<file path="src/hdl/uft_pkg.sv">
// shared types and constants for the url field tokenizer
package uft_pkg;

    localparam int TOKEN_MAX_DEFAULT = 16;

    localparam logic [7:0] CH_SLASH  = 8'h2F;
    localparam logic [7:0] CH_QUERY  = 8'h3F;
    localparam logic [7:0] CH_AMP    = 8'h26;
    localparam logic [7:0] CH_EQUALS = 8'h3D;

    typedef enum logic [2:0] {
        K_DOMAIN = 3'd0,
        K_METHOD = 3'd1,
        K_KEY    = 3'd2,
        K_VALUE  = 3'd3,
        K_FEND   = 3'd4,
        K_LEND   = 3'd5
    } kind_t;

    // ordered list of result groups that one request produces
    typedef struct packed {
        logic  pre1_v;
        kind_t pre1_kind;
        logic  pre2_v;
        logic  flush1_v;
        kind_t flush1_kind;
        logic  flush2_v;
        logic  post1_v;
        logic  post2_v;
        logic  lend_v;
    } plan_t;

endpackage

</file>
<file path="src/hdl/uft_ram.sv">
// generic single-write, single-read ram with registered read data
module uft_ram #(
    parameter int WIDTH = 8,
    parameter int DEPTH = 16
) (
    input  logic                     aclk,
    input  logic                     we,
    input  logic [$clog2(DEPTH)-1:0] waddr,
    input  logic [WIDTH-1:0]         wdata,
    input  logic                     re,
    input  logic [$clog2(DEPTH)-1:0] raddr,
    output logic [WIDTH-1:0]         rdata
);

    logic [WIDTH-1:0] mem [DEPTH];
    logic [WIDTH-1:0] rdata_reg;

    always_ff @(posedge aclk) begin
        if (we) begin
            mem[waddr] <= wdata;
        end
        if (re) begin
            rdata_reg <= mem[raddr];
        end
    end

    assign rdata = rdata_reg;

endmodule

</file>
<file path="src/hdl/url_field_tokenizer_unit.sv">
// top level of the url field tokenizer: request decode, result sequencer, token ram
//
// usage
//   s_ channel: one url byte per request, s_tlast marks the last byte of a line
//   m_ channel: tagged field bytes and marker items, m_tlast marks the final
//   result caused by one input request
//   domain bytes and value bytes pass straight through; method text and keys
//   collect in a small token ram and are read back when the field closes
// sequencing
//   a request is taken only while the sequencer is idle; then each direct result
//   (domain, value, field end, line end) goes straight to the output register and
//   each byte read back from the token ram takes a ram read, then an output load
//   a request that yields nothing leaves the sequencer idle; a pair without '='
//   at the line end replays the buffer twice
// reset
//   aresetn low clears the parse state, the token length and the output valid;
//   the ram contents are not cleared, only entries below the length are read
// backpressure
//   results sit in a single output register; while it is full and m_tready is
//   low the sequencer holds, and no new request is taken until its last result is loaded
module url_field_tokenizer_unit import uft_pkg::*; #(
    parameter int TOKEN_MAX = TOKEN_MAX_DEFAULT
) (
    input  logic       aclk,
    input  logic       aresetn,
    input  logic       s_tvalid,
    output logic       s_tready,
    input  logic [7:0] s_tdata,   // [7:0] char_in
    input  logic       s_tlast,   // line_end
    output logic       m_tvalid,
    input  logic       m_tready,
    output logic [7:0] m_tdata,   // [7:0] out_byte
    output logic [3:0] m_tuser,   // [2:0] kind, [3] overflow
    output logic       m_tlast    // last_of_run
);

    localparam int AW = $clog2(TOKEN_MAX);
    localparam int LW = $clog2(TOKEN_MAX + 1);

    typedef enum logic [1:0] {
        S_IDLE,
        S_EMIT,
        S_FDATA
    } state_t;

    // result groups in emission order
    typedef enum logic [2:0] {
        P_PRE1   = 3'd0,
        P_PRE2   = 3'd1,
        P_FLUSH1 = 3'd2,
        P_FLUSH2 = 3'd3,
        P_POST1  = 3'd4,
        P_POST2  = 3'd5,
        P_LEND   = 3'd6,
        P_DONE   = 3'd7
    } pos_t;

    // first enabled group at or after a position
    function automatic pos_t first_from(logic [2:0] from, plan_t pl);
        logic [6:0] en;
        pos_t       r;
        en = {pl.lend_v, pl.post2_v, pl.post1_v, pl.flush2_v,
              pl.flush1_v, pl.pre2_v, pl.pre1_v};
        r = P_DONE;
        for (int i = 6; i >= 0; i--) begin
            if (en[i] && (3'(i) >= from)) begin
                r = pos_t'(3'(i));
            end
        end
        return r;
    endfunction

    // parse state
    logic [1:0]    slash_reg;
    logic          in_query_reg;
    logic          saw_eq_reg;
    logic          value_started_reg;
    logic [LW-1:0] len_reg;
    logic          dropped_reg;

    // per-request sequencer state
    state_t        state_reg;
    pos_t          pos_reg;
    plan_t         plan_reg;
    logic [7:0]    char_reg;
    logic [LW-1:0] flen_reg;
    logic          fovf_reg;
    logic [LW-1:0] idx_reg;

    // output register
    logic          m_tvalid_reg;
    logic [7:0]    m_byte_reg;
    kind_t         m_kind_reg;
    logic          m_ovf_reg;
    logic          m_tlast_reg;

    // decode of the incoming request
    logic [1:0]    slash_next;
    logic          in_query_next;
    logic          saw_eq_next;
    logic          value_started_next;
    logic [LW-1:0] len_next;
    logic          dropped_next;
    plan_t         plan_next;
    logic [LW-1:0] flen_next;
    logic          fovf_next;
    logic          push;
    logic          ram_we;
    pos_t          start_pos;

    logic          accept;
    logic          out_free;
    logic          out_load;
    logic          is_flush;
    logic          rd_en;
    logic [7:0]    rd_data;
    logic [2:0]    pos_inc;
    pos_t          next_pos;
    logic [7:0]    item_byte;
    kind_t         item_kind;
    logic          item_ovf;
    kind_t         flush_kind;

    assign s_tready = (state_reg == S_IDLE);
    assign accept   = s_tvalid && s_tready;
    assign out_free = !m_tvalid_reg || m_tready;

    always_comb begin
        slash_next         = slash_reg;
        in_query_next      = in_query_reg;
        saw_eq_next        = saw_eq_reg;
        value_started_next = value_started_reg;
        len_next           = len_reg;
        dropped_next       = dropped_reg;
        plan_next          = '0;
        flen_next          = '0;
        fovf_next          = 1'b0;
        push               = 1'b0;
        ram_we             = 1'b0;

        if (!in_query_reg) begin
            if (s_tdata == CH_SLASH) begin
                // third slash closes the domain
                if (slash_reg == 2'd2) begin
                    plan_next.pre1_v    = 1'b1;
                    plan_next.pre1_kind = K_FEND;
                    slash_next          = 2'd3;
                end else if (slash_reg < 2'd2) begin
                    slash_next = slash_reg + 2'd1;
                end
                len_next     = '0;
                dropped_next = 1'b0;
            end else if (s_tdata == CH_QUERY) begin
                // domain still open gets its field end, then the method goes out
                if (slash_reg != 2'd3) begin
                    plan_next.pre1_v    = 1'b1;
                    plan_next.pre1_kind = K_FEND;
                end
                plan_next.flush1_v    = 1'b1;
                plan_next.flush1_kind = K_METHOD;
                flen_next             = len_reg;
                fovf_next             = dropped_reg;
                in_query_next         = 1'b1;
                len_next              = '0;
                dropped_next          = 1'b0;
            end else begin
                if (slash_reg == 2'd2) begin
                    plan_next.pre1_v    = 1'b1;
                    plan_next.pre1_kind = K_DOMAIN;
                end
                push = 1'b1;
            end
        end else begin
            if (s_tdata == CH_AMP) begin
                // close the pair
                if (value_started_reg) begin
                    plan_next.pre1_v    = 1'b1;
                    plan_next.pre1_kind = K_FEND;
                end else if (!saw_eq_reg && (len_reg != '0)) begin
                    plan_next.flush1_v    = 1'b1;
                    plan_next.flush1_kind = K_KEY;
                    plan_next.flush2_v    = 1'b1;
                    flen_next             = len_reg;
                    fovf_next             = dropped_reg;
                end
                saw_eq_next        = 1'b0;
                value_started_next = 1'b0;
                len_next           = '0;
                dropped_next       = 1'b0;
            end else if ((s_tdata == CH_EQUALS) && !saw_eq_reg) begin
                saw_eq_next = 1'b1;
            end else if (saw_eq_reg) begin
                // first value byte releases the buffered key
                if (!value_started_reg) begin
                    plan_next.flush1_v    = 1'b1;
                    plan_next.flush1_kind = K_KEY;
                    flen_next             = len_reg;
                    fovf_next             = dropped_reg;
                    len_next              = '0;
                    dropped_next          = 1'b0;
                    value_started_next    = 1'b1;
                end
                plan_next.post1_v = 1'b1;
            end else begin
                push = 1'b1;
            end
        end

        if (push) begin
            if (len_reg < LW'(TOKEN_MAX)) begin
                ram_we   = accept;
                len_next = len_reg + LW'(1);
            end else begin
                dropped_next = 1'b1;
            end
        end

        if (s_tlast) begin
            // line end closes whatever field is open, using post-update state
            if (!in_query_next) begin
                if (slash_next != 2'd3) begin
                    plan_next.pre2_v = 1'b1;
                end
                plan_next.flush1_v    = 1'b1;
                plan_next.flush1_kind = K_METHOD;
                flen_next             = len_next;
                fovf_next             = dropped_next;
            end else if (value_started_next) begin
                plan_next.post2_v = 1'b1;
            end else if (!saw_eq_next && (len_next != '0)) begin
                plan_next.flush1_v    = 1'b1;
                plan_next.flush1_kind = K_KEY;
                plan_next.flush2_v    = 1'b1;
                flen_next             = len_next;
                fovf_next             = dropped_next;
            end
            plan_next.lend_v   = 1'b1;
            slash_next         = 2'd0;
            in_query_next      = 1'b0;
            saw_eq_next        = 1'b0;
            value_started_next = 1'b0;
            len_next           = '0;
            dropped_next       = 1'b0;
        end
    end

    assign start_pos = first_from(3'd0, plan_next);

    // item for the current group
    assign is_flush   = (pos_reg == P_FLUSH1) || (pos_reg == P_FLUSH2);
    assign flush_kind = (pos_reg == P_FLUSH1) ? plan_reg.flush1_kind : K_VALUE;
    assign pos_inc    = pos_reg + 3'd1;
    assign next_pos   = first_from(pos_inc, plan_reg);
    assign rd_en      = (state_reg == S_EMIT) && is_flush && (idx_reg != flen_reg);

    // output register takes a new result this cycle
    assign out_load   = ((state_reg == S_EMIT) && !rd_en && out_free) ||
                        ((state_reg == S_FDATA) && out_free);

    always_comb begin
        item_byte = 8'd0;
        item_kind = K_FEND;
        item_ovf  = 1'b0;
        case (pos_reg)
            P_PRE1: begin
                item_kind = plan_reg.pre1_kind;
                item_byte = (plan_reg.pre1_kind == K_DOMAIN) ? char_reg : 8'd0;
            end
            P_PRE2:   item_kind = K_FEND;
            P_FLUSH1,
            P_FLUSH2: item_ovf  = fovf_reg;
            P_POST1: begin
                item_kind = K_VALUE;
                item_byte = char_reg;
            end
            P_POST2:  item_kind = K_FEND;
            P_LEND:   item_kind = K_LEND;
            default:  item_kind = K_FEND;
        endcase
    end

    uft_ram #(
        .WIDTH(8),
        .DEPTH(TOKEN_MAX)
    ) u_token_ram (
        .aclk (aclk),
        .we   (ram_we),
        .waddr(len_reg[AW-1:0]),
        .wdata(s_tdata),
        .re   (rd_en),
        .raddr(idx_reg[AW-1:0]),
        .rdata(rd_data)
    );

    always_ff @(posedge aclk) begin
        if (!aresetn) begin
            state_reg         <= S_IDLE;
            pos_reg           <= P_DONE;
            slash_reg         <= 2'd0;
            in_query_reg      <= 1'b0;
            saw_eq_reg        <= 1'b0;
            value_started_reg <= 1'b0;
            len_reg           <= '0;
            dropped_reg       <= 1'b0;
            idx_reg           <= '0;
            m_tvalid_reg      <= 1'b0;
        end else begin
            if (out_load) begin
                m_tvalid_reg <= 1'b1;
            end else if (m_tready) begin
                m_tvalid_reg <= 1'b0;
            end
            case (state_reg)
                S_IDLE: begin
                    if (accept) begin
                        slash_reg         <= slash_next;
                        in_query_reg      <= in_query_next;
                        saw_eq_reg        <= saw_eq_next;
                        value_started_reg <= value_started_next;
                        len_reg           <= len_next;
                        dropped_reg       <= dropped_next;
                        plan_reg          <= plan_next;
                        flen_reg          <= flen_next;
                        fovf_reg          <= fovf_next;
                        char_reg          <= s_tdata;
                        idx_reg           <= '0;
                        pos_reg           <= start_pos;
                        state_reg         <= (start_pos == P_DONE) ? S_IDLE : S_EMIT;
                    end
                end
                S_EMIT: begin
                    if (rd_en) begin
                        // buffered byte requested, loaded into the output register from S_FDATA
                        state_reg <= S_FDATA;
                    end else if (out_free) begin
                        m_byte_reg   <= item_byte;
                        m_kind_reg   <= is_flush ? K_FEND : item_kind;
                        m_ovf_reg    <= item_ovf;
                        m_tlast_reg  <= (next_pos == P_DONE);
                        pos_reg      <= next_pos;
                        idx_reg      <= '0;
                        if (next_pos == P_DONE) begin
                            state_reg <= S_IDLE;
                        end
                    end
                end
                S_FDATA: begin
                    if (out_free) begin
                        m_byte_reg   <= rd_data;
                        m_kind_reg   <= flush_kind;
                        m_ovf_reg    <= fovf_reg;
                        m_tlast_reg  <= 1'b0;
                        idx_reg      <= idx_reg + LW'(1);
                        state_reg    <= S_EMIT;
                    end
                end
                default: state_reg <= S_IDLE;
            endcase
        end
    end

    assign m_tvalid = m_tvalid_reg;
    assign m_tdata  = m_byte_reg;
    assign m_tuser  = {m_ovf_reg, m_kind_reg};
    assign m_tlast  = m_tlast_reg;

    // replay index stays within the captured token length
    a_idx_bound: assert property (@(posedge aclk) disable iff (!aresetn)
        (state_reg != S_IDLE) |-> (idx_reg <= flen_reg))
        else $error("token replay index past captured length");

    // token length never exceeds the buffer
    a_len_bound: assert property (@(posedge aclk) disable iff (!aresetn)
        len_reg <= LW'(TOKEN_MAX))
        else $error("token length past buffer depth");

    // a line end marker is always the final result of its request
    a_lend_last: assert property (@(posedge aclk) disable iff (!aresetn)
        (m_tvalid_reg && (m_kind_reg == K_LEND)) |-> m_tlast_reg)
        else $error("line end item without tlast");

    // replayed byte is loaded only after its ram read
    a_read_first: assert property (@(posedge aclk) disable iff (!aresetn)
        ((state_reg == S_FDATA) && !$past(state_reg == S_FDATA)) |-> $past(rd_en))
        else $error("ram data used without a read");

    // a line end request returns the parse state to reset values
    a_line_reset: assert property (@(posedge aclk) disable iff (!aresetn)
        (accept && s_tlast) |=> ((slash_reg == 2'd0) && !in_query_reg && (len_reg == '0)))
        else $error("parse state not cleared at line end");

endmodule

</file>
<file path="config.mk">
export PLATFORM = sky130hd
export DESIGN_NAME = url_field_tokenizer_unit
export DESIGN_NICKNAME = d
export VERILOG_FILES = /design/src/hdl/uft_pkg.sv /design/src/hdl/uft_ram.sv /design/src/hdl/url_field_tokenizer_unit.sv
export SDC_FILE = /design/constraint.sdc
export NUM_CORES = 1
export LEC_CHECK = 0
export BUFFER_PORTS_ARGS = -buffer_cell sky130_fd_sc_hd__buf_2
export CAP_MARGIN = 30
export CORE_UTILIZATION = 60
export CTS_CLUSTER_DIAMETER = 30
export DETAILED_ROUTE_END_ITERATION = 8
export PLACE_DENSITY = 0.83
export SLEW_MARGIN = 20
export SYNTH_ARGS = -nofsm -noshare
export SYNTH_HDL_FRONTEND = slang
export SYNTH_HIERARCHICAL = 1
export SYNTH_SLANG_ARGS = --single-unit
</file>
<file path="constraint.sdc">
create_clock -name aclk -period 6.85 [get_ports aclk]
set_clock_uncertainty 0.05 [all_clocks]
set_input_delay 0.3425 -clock aclk [delete_from_list [all_inputs] [get_ports aclk]]
set_output_delay 0.3425 -clock aclk [all_outputs]
set_load 0.05 [all_outputs]
</file>
======== Yosys cells after proc, flatten, opt, wreduce, memory -nomap -nowiden ========
Memory sizes are Yosys's and may differ from the RTL's. A register that Yosys moved wholly into a read port is not among the register bits.
Cells that the tools add are included.
word-level totals
  register bits after elaboration ......... 62
  memories kept ........................... 1
  word-level logic and storage cells ...... 261
  RAM bits ................................ 128
  output and inout bits ................... 15
memories
  memory           words  bits a word  rd ports  clocked after memory_dff  wr ports  line           source
  u_token_ram.mem  16     8            1         1                         1         uft_ram.sv:15  logic [WIDTH-1:0] mem [DEPTH];
cells by class
  reductions and logical operators ........ 39
  multiplexer cells ....................... 160
  $lt $le $gt $ge ......................... 9
  equal/unequal tests ..................... 22
  $add $sub $neg .......................... 4
operators by type and width
  cell                                                                                 number
  5-bit 2-to-1 mux                                                                     31
  1-bit 2-to-1 mux                                                                     67
  4-bit 2-to-1 mux                                                                     16
  3-bit 2-to-1 mux                                                                     20
  8-bit by 6-bit == test with 1-bit output (second input constant)                     4
  8-bit 2-to-1 mux                                                                     4
  8-bit case mux with 2 select lines                                                   2
  2-bit 2-to-1 mux                                                                     12
  1-bit logical AND                                                                    16
  5-bit case mux with 3 select lines                                                   1
  3-bit == test (second input constant)                                                4
  3-bit case mux with 2 select lines                                                   2
  5-bit by 1-bit adder with 5-bit output (second input constant)                       2
  2-bit != test (second input constant)                                                5
  5-bit AND reduction                                                                  2
  5-bit nonzero test                                                                   2
  3-bit greater-or-equal comparator (first input constant)                             3
  3-bit case mux with 3 select lines                                                   1
  4-bit AND reduction                                                                  2
  3-bit by 2-bit == test with 1-bit output (second input constant)                     2
  1-bit by 3-bit greater-or-equal comparator with 1-bit output (first input constant)  2
  2-bit by 3-bit greater-or-equal comparator with 1-bit output (first input constant)  2
  3-bit logical NOT                                                                    2
  6-bit 2-to-1 mux                                                                     1
  20 further kinds                                                                     29

======== Depth between registers and ports, before layout ========
Gate-level depths: netlist of run 1.
  word-level depth ........................ 21
  depth in mapped cells ................... 10

======== Cells and area by module ========
Netlist of run 1, hierarchy kept.
by module, submodules not included
  module                    area an instance (um^2)  times used  sequential area each (um^2)  cells an instance
  uft_ram                   5,227.5                  1           4,083.9                      229
  url_field_tokenizer_unit  3,224.3                  1           1,551.5                      335

======== Worst setup path after synthesis of run 1 ========
No wires, ideal clock.
  path kind ............................... register to register
  start ................................... register state_reg[1]
  end ..................................... memory u_token_ram.mem[0][0] (enable)
  cell stages (with the launch flop) ...... 7
  buffers on the path ..................... 1
  required time ........................... 6.417 ns
  clock period less this slack ............ 3.340 ns
  path slack .............................. 3.510 ns
  arrival time ............................ 2.907 ns
  cell sequence ........................... dfxtp_1 -> nor2_1 -> nand2_1 -> clkbuf_1 -> nor2_1 -> or3b_2 -> nor3_1
on the way
  cells in the longest elaborated chain, start to end .. 6
RTL lines
  element                                 line                             source
  from (decl)                             url_field_tokenizer_unit.sv:82   state_t state_reg;
  from (signal assigned)                  url_field_tokenizer_unit.sv:328  state_reg <= (start_pos == P_DONE) ? S_IDLE : S_EMIT;
  2-bit logical NOT                       url_field_tokenizer_unit.sv:124  assign s_tready = (state_reg == S_IDLE);
  via s_tready                            url_field_tokenizer_unit.sv:27   output logic s_tready,
  1-bit logical AND                       url_field_tokenizer_unit.sv:125  assign accept = s_tvalid && s_tready;
  1-bit 2-to-1 mux                        url_field_tokenizer_unit.sv:210  if (len_reg < LW'(TOKEN_MAX)) begin
  1-bit 2-to-1 mux                        url_field_tokenizer_unit.sv:209  if (push) begin
  via ram_we                              url_field_tokenizer_unit.sv:108  logic ram_we;
  1-bit 2-to-1 mux                        uft_ram.sv:19                    if (we) begin
  1-bit 2-to-1 mux (implied by the code)  uft_ram.sv:20                    mem[waddr] <= wdata;
  to (decl)                               uft_ram.sv:15
The timed path passes the listed nets, and every way through them passes these cells.

======== Worst setup path after layout of run 1 ========
  start ................................... register in_query_reg
  end ..................................... memory u_token_ram.mem[0][6] (enable)
on the way
  cells in the longest elaborated chain, start to end .. 4
RTL lines
  element                                 line                             source
  from (decl)                             url_field_tokenizer_unit.sv:75   logic in_query_reg;
  from (signal assigned)                  url_field_tokenizer_unit.sv:317  in_query_reg <= in_query_next;
  1-bit 2-to-1 mux                        url_field_tokenizer_unit.sv:141  if (!in_query_reg) begin
  1-bit 2-to-1 mux                        url_field_tokenizer_unit.sv:209
  via ram_we                              url_field_tokenizer_unit.sv:108
  1-bit 2-to-1 mux                        uft_ram.sv:19
  1-bit 2-to-1 mux (implied by the code)  uft_ram.sv:20
The timed path passes the listed nets, and every way through them passes these cells.

==> metrics, run 1 <==
DR iter-0 viols 910; Finish-stage setup viols 0; CTS root buffer clkbuf_16; Gate Count Post-Synth 564; via count 5275; xor-xnor portion of the synthesized cell area 0.0104; Max FO, Critical Path 23; final wirelength 18400 µm; number of fill cells 878; Post-synth EDFFs 173; initial core utilization 0.611; crit path to u_token_ram/mem[0][6]$_DFFE_PP_; post_cts resized 0; yosys warns 6; Worst-path clk slew 70 ps; post-synthesis async set-or-reset flop share 0; critical path launch point in_query_reg$_SDFFE_PN0P_; GRT overflow 0; synthesized cell area 8450 µm²; FF+latch count, synth 195; post-synthesis mux area share 0.0983; Synth area leader edfxtp_1; max FFs per register 128; Clock Path Buffers 2; antenna violations before repair 0; unrepaired setup endpoints after global routing no; post-route cell area 9340 µm²; worst hold path class in2reg; drt pass-1 iters 7; DP Area 8740 µm²; pre-CTS WS 3390 ps; die span in y 121 µm; most common flop cell mapped by yosys edfxtp_1; # diodes 0; simple-gate area share of the yosys netlist 0.0928; CTS sink count 195; Total Die Area 14600 µm²; syn nets 586; H-tree depth 4; Adder-Cell Fraction of Synth Area 0.0133; Slew Viols, Final 0; core box area 13800 µm²; hold_buf cts 0; layout overhead on the synthesized area 10.5%; post-layout util 0.676; crit start category flop; DPL Wire Length 11500 µm; # rows 43; GRT Util Overall 0.270; count leader, synth edfxtp_1; top-area cell type share of the netlist area 0.615; power per cell area 301 nW/µm²; post-synth cell types 60; DR WL/cell 23.3 µm; port bufs 27; Hold Vio Cnt, Final 0; Final Cycle Share 0.483; fmax 0.302 GHz; cts bufs inserted 17; Critical Path RT 6940 ps; vias in the first global route 4955; Worst-Skew Late Latency 430 ps; outcome complete, no violations; fin nets 617; CTS tree yes; TNS Setup 0 ps; I/O pins 28; antenna viol nets, final 0; synthesized area per cell 15.0 µm²; Period minus WS final 3310 ps; post-synthesis compound-gate area fraction 0.0953; die width 121 µm; Post-CTS Setup Bufs 0; DR DRC count 0; Worst R2R Path Depth 6; synth cell count leaders 173 x edfxtp_1, 64 x nor2_1, 30 x nand2_1; layout cells sized above 1 0.160; R2R Path End u_token_ram/mem[0][6]$_DFFE_PP_; critical path class reg2reg; max-cap violations 0; largest family of logic cells by synthesized area multiplexers; Worst Max-Slew Pin Slew 926 ps; Worst Setup End Kind flop; largest net degree at the start of global routing 37; sequential share of the synthesized area 0.667; Via density 6.69; VDD IR max 192 µV; reg2reg setup slack 3540 ps; final worst setup slack 3540 ps; Rel. slew slack 0.380; HP Start aresetn; first-pass GRT wire length 28300 µm; synth top area cells edfxtp_1 61%, dfxtp_1 5.2%, mux4_2 4.8%, mux4_1 4.4%, nor2_1 2.8%; CP arrival 3400 ps; Lkg Pwr 3.14 nW; gpl congestion 0.913; reg2reg start in_query_reg$_SDFFE_PN0P_
-- per-layer routing --
metal	share of wire	track usage	routed length (µm)	up-vias
li1	-	-	-	2296
met1	0.39	0.370	7260	2600
met2	0.49	0.438	9070	329
met3	0.090	0.0509	1650	50
met4	0.022	0.0957	404	0
met5	0	0	0	-
-- kinds of logic (layout without fill, tap and decap cells) --
kind of cell,count (synthesis),after routing
AND/OR/NAND/NOR,162,162
AO/OA/AOI/OAI,114,114
buffers and inverters,37,81
flip-flops,195,195
adder cells (fa/ha/maj),9,9
multiplexers,37,37
XOR/XNOR,10,10
-- metrics by stage --
| stage | total power, mW | cells | hold WS, ps |
|---|---|---|---|
| floorplan | 1.71 | 564 | 391 |
| global placement | 1.78 | 753 | 438 |
| detailed placement | 1.80 | 756 | 453 |
| CTS | 2.81 | 788 | 148 |
| global route | 2.90 | 788 | 166 |
| finish | 2.81 | 788 | 176 |
-- power breakdown --
group | switching [mW] | total [mW] | internal, mW | leakage, nW
logic | 0.263 | 0.419 | 0.155 | 1.10
registers | 0.0272 | 1.37 | 1.35 | 1.75
clock network | 0.434 | 1.02 | 0.584 | 0.291
-- critical path, cell delays in order (launching register included) --
cell	delay (ps)
dfxtp_1	800
nand3b_1	280
o221ai_1	180
nor2_1	270
or3b_2	540
nor3_1	610
buf_2	300
-- final cells by class --
type	count	area [µm²]	area share
Sequential cell	195	5640	0.603
Multi-Input combinational cell	332	2620	0.281
Clock buffer	20	437	0.0467
Tap cell	180	225	0.0241
Timing Repair Buffer	35	198	0.0212
Clock inverter	12	170	0.0182
Inverter	14	52.6	0.00562
-- worst min-delay path by stage --
stage                           endpoint  depth (start not counted)
3_3_place_gp   slash_reg[1]$_SDFFE_PN0P_                          2
2_1_floorplan      char_reg[0]$_DFFE_PP_                          0
3_5_place_dp   slash_reg[1]$_SDFFE_PN0P_                          2
4_1_cts          pos_reg[0]$_SDFFE_PN1P_                          2
5_1_grt          pos_reg[0]$_SDFFE_PN1P_                          2
6_report         pos_reg[0]$_SDFFE_PN1P_                          2
-- cell usage in the layout (no fill, tap or decap), types with 3 or more instances in the layout --
cell type	n
nand2b_1	8
clkbuf_16	17
o22ai_1	3
o221ai_1	5
edfxtp_1	173
a22o_1	13
a22oi_1	21
nand2_1	30
nand4_1	3
and3_1	4
ha_1	9
dfxtp_1	21
and2_1	3
buf_4	5
nand3_1	9
inv_1	14
nor2b_1	7
nor2_1	63
mux4_2	18
inv_8	3
a31oi_1	5
o21ai_0	14
clkbuf_1	3
o21a_1	6
buf_2	29
mux4_1	14
bufinv_16	3
nor3_1	14
xnor2_1	3
a21oi_1	25
a32oi_1	3
xor2_1	7
nand3b_1	5
Note: power is estimated with default switching activity, not from simulation.
==> run 2: changes to the inputs <==
==> constraint.sdc (replaced) <==
create_clock -name aclk -period 3.4 [get_ports aclk]
set_clock_uncertainty 0.05 [all_clocks]
set_input_delay 0.17 -clock aclk [delete_from_list [all_inputs] [get_ports aclk]]
set_output_delay 0.17 -clock aclk [all_outputs]
set_load 0.05 [all_outputs]
==> metrics, run 2 (synthesis gave the netlist of run 1 again) <==
CTS tree yes; VDD IR max 547 µV; Worst Max-Slew Pin Slew 800 ps; outcome complete, no violations; Max FO, Critical Path 10; hold_buf cts 1; DR DRC count 0; drt pass-1 iters 6; Critical Path RT 3640 ps; commonest non-fill, non-tap cell in the layout edfxtp_1; Period minus WS final 2950 ps; port bufs 27; DR WL/cell 22.5 µm; max FFs per register 128; antenna viol nets, final 0; critical path class reg2reg; power per cell area 596 nW/µm²; NetSw 1.51 mW; CTS root buffer clkbuf_16; DR iter-0 viols 848; Clock Path Buffers 2; Rel. slew slack 0.466; Finish-stage setup viols 0; initial core utilization 0.611; Total Die Area 14600 µm²; clock share of power 0.356; Lkg Pwr 3.23 nW; GRT overflow 0; antenna violations before repair 0; unrepaired setup endpoints after global routing no; Post-CTS Setup Bufs 0; # diodes 0; # rows 43; CP arrival 3190 ps; layout cells sized above 1 0.184; vias in the first global route 5094; final wirelength 18100 µm; worst hold path class in2reg; final std cells w/o fill 805; Hold Vio Cnt, Final 0; cts bufs inserted 17; Worst-path clk slew 70 ps; die span in y 121 µm; core box area 13800 µm²; DP Cell Count 772; Slew Viols, Final 0; max-cap violations 0; post-layout util 0.685; crit start category flop; largest net degree at the start of global routing 36; Final Cycle Share 0.867; DPL Wire Length 11700 µm; layout overhead on the synthesized area 12.0%; Via density 6.62; Switching Fraction 0.267; most frequent cells in the layout 173 x edfxtp_1, 63 x nor2_1, 30 x nand2_1; Worst Setup End Kind flop; number of fill cells 864; Worst-Skew Late Latency 440 ps; die width 121 µm; CTS sink count 195; via count 5331; fin nets 634; fmax 0.339 GHz; Internal 4.14 mW; combinational share of power 0.153; sequential share of power 0.491; gpl congestion 0.897; I/O pins 28; post_cts resized 0; TNS Setup 0 ps; GRT Util Overall 0.267; first-pass GRT wire length 28200 µm; H-tree depth 4
## run 2: cell types whose count changed in the layout (fill, tap and decap cells not counted), sizes merged
cell         previous run  this run
clkbuf                 20        18
dlygate4sd3             0         1
clkinvlp                2         1
inv                    19        16
clkinv                  2         9
buf                    35        51
bufinv                  3         2
## run 2: metrics by stage
| stage | instance area (µm²) | power (mW) | setup WS [ps] | hold WS (ps) |
|---|---|---|---|---|
| floorplan | 8450 | 3.44 | 59.7 | 219 |
| global placement | 8850 | 3.61 | 729 | 414 |
| detailed placement | 8850 | 3.66 | 551 | 423 |
| CTS | 9470 | 5.65 | 519 | 20.7 |
| global route | 9470 | 5.82 | 280 | 46.0 |
| finish | 9470 | 5.64 | 453 | 30.3 |
## run 2: final cells by class
type / instances / area [µm²] / area share
well taps: 180 / 225 / 0.0238
multi-input cells: 332 / 2620 / 0.277
repair buffers: 52 / 325 / 0.0344
clock inverters: 14 / 176 / 0.0186
clock buffers: 18 / 429 / 0.0453
inverters: 14 / 52.6 / 0.00555
flip-flops and latches: 195 / 5640 / 0.595
## run 2: routing by layer
layer / global-route usage / part of all wire / vias to the layer above
li1: - / - / 2328
met5: 0 / 0 / -
met4: 0.0918 / 0.020 / 0
met1: 0.366 / 0.40 / 2632
met2: 0.429 / 0.50 / 322
met3: 0.0538 / 0.084 / 49
## run 2: final timing paths
kind	from	to	slack, ps	depth (start not counted)
max	pos_reg[0]$_SDFFE_PN1P_	state_reg[0]$_SDFFE_PN0P_	450	9
min	m_tready	m_tvalid$_SDFFE_PN0P_	30	4
max reg2reg	pos_reg[0]$_SDFFE_PN1P_	state_reg[0]$_SDFFE_PN0P_	450	9
min reg2reg	slash_reg[0]$_SDFFE_PN0P_	slash_reg[1]$_SDFFE_PN0P_	470	2
## run 2: power groups by stage
stage          combinational (mW)  sequential (mW)  clock [mW]
6_report                    0.863             2.77        2.01
5_1_grt                     0.926             2.78        2.12
4_1_cts                     0.854             2.77        2.03
3_5_place_dp                0.835             2.82           0
3_3_place_gp                0.798             2.81           0
2_1_floorplan               0.571             2.87           0
## run 2: critical path, cell delays in order, from the launching register on
cell and delay (ps):
dfxtp_1 520, inv_1 160, ha_1 390, inv_1 100, or4_1 420, a311oi_1 320, o22ai_1 160, or3_1 440
o221ai_1 170, a41oi_1 70
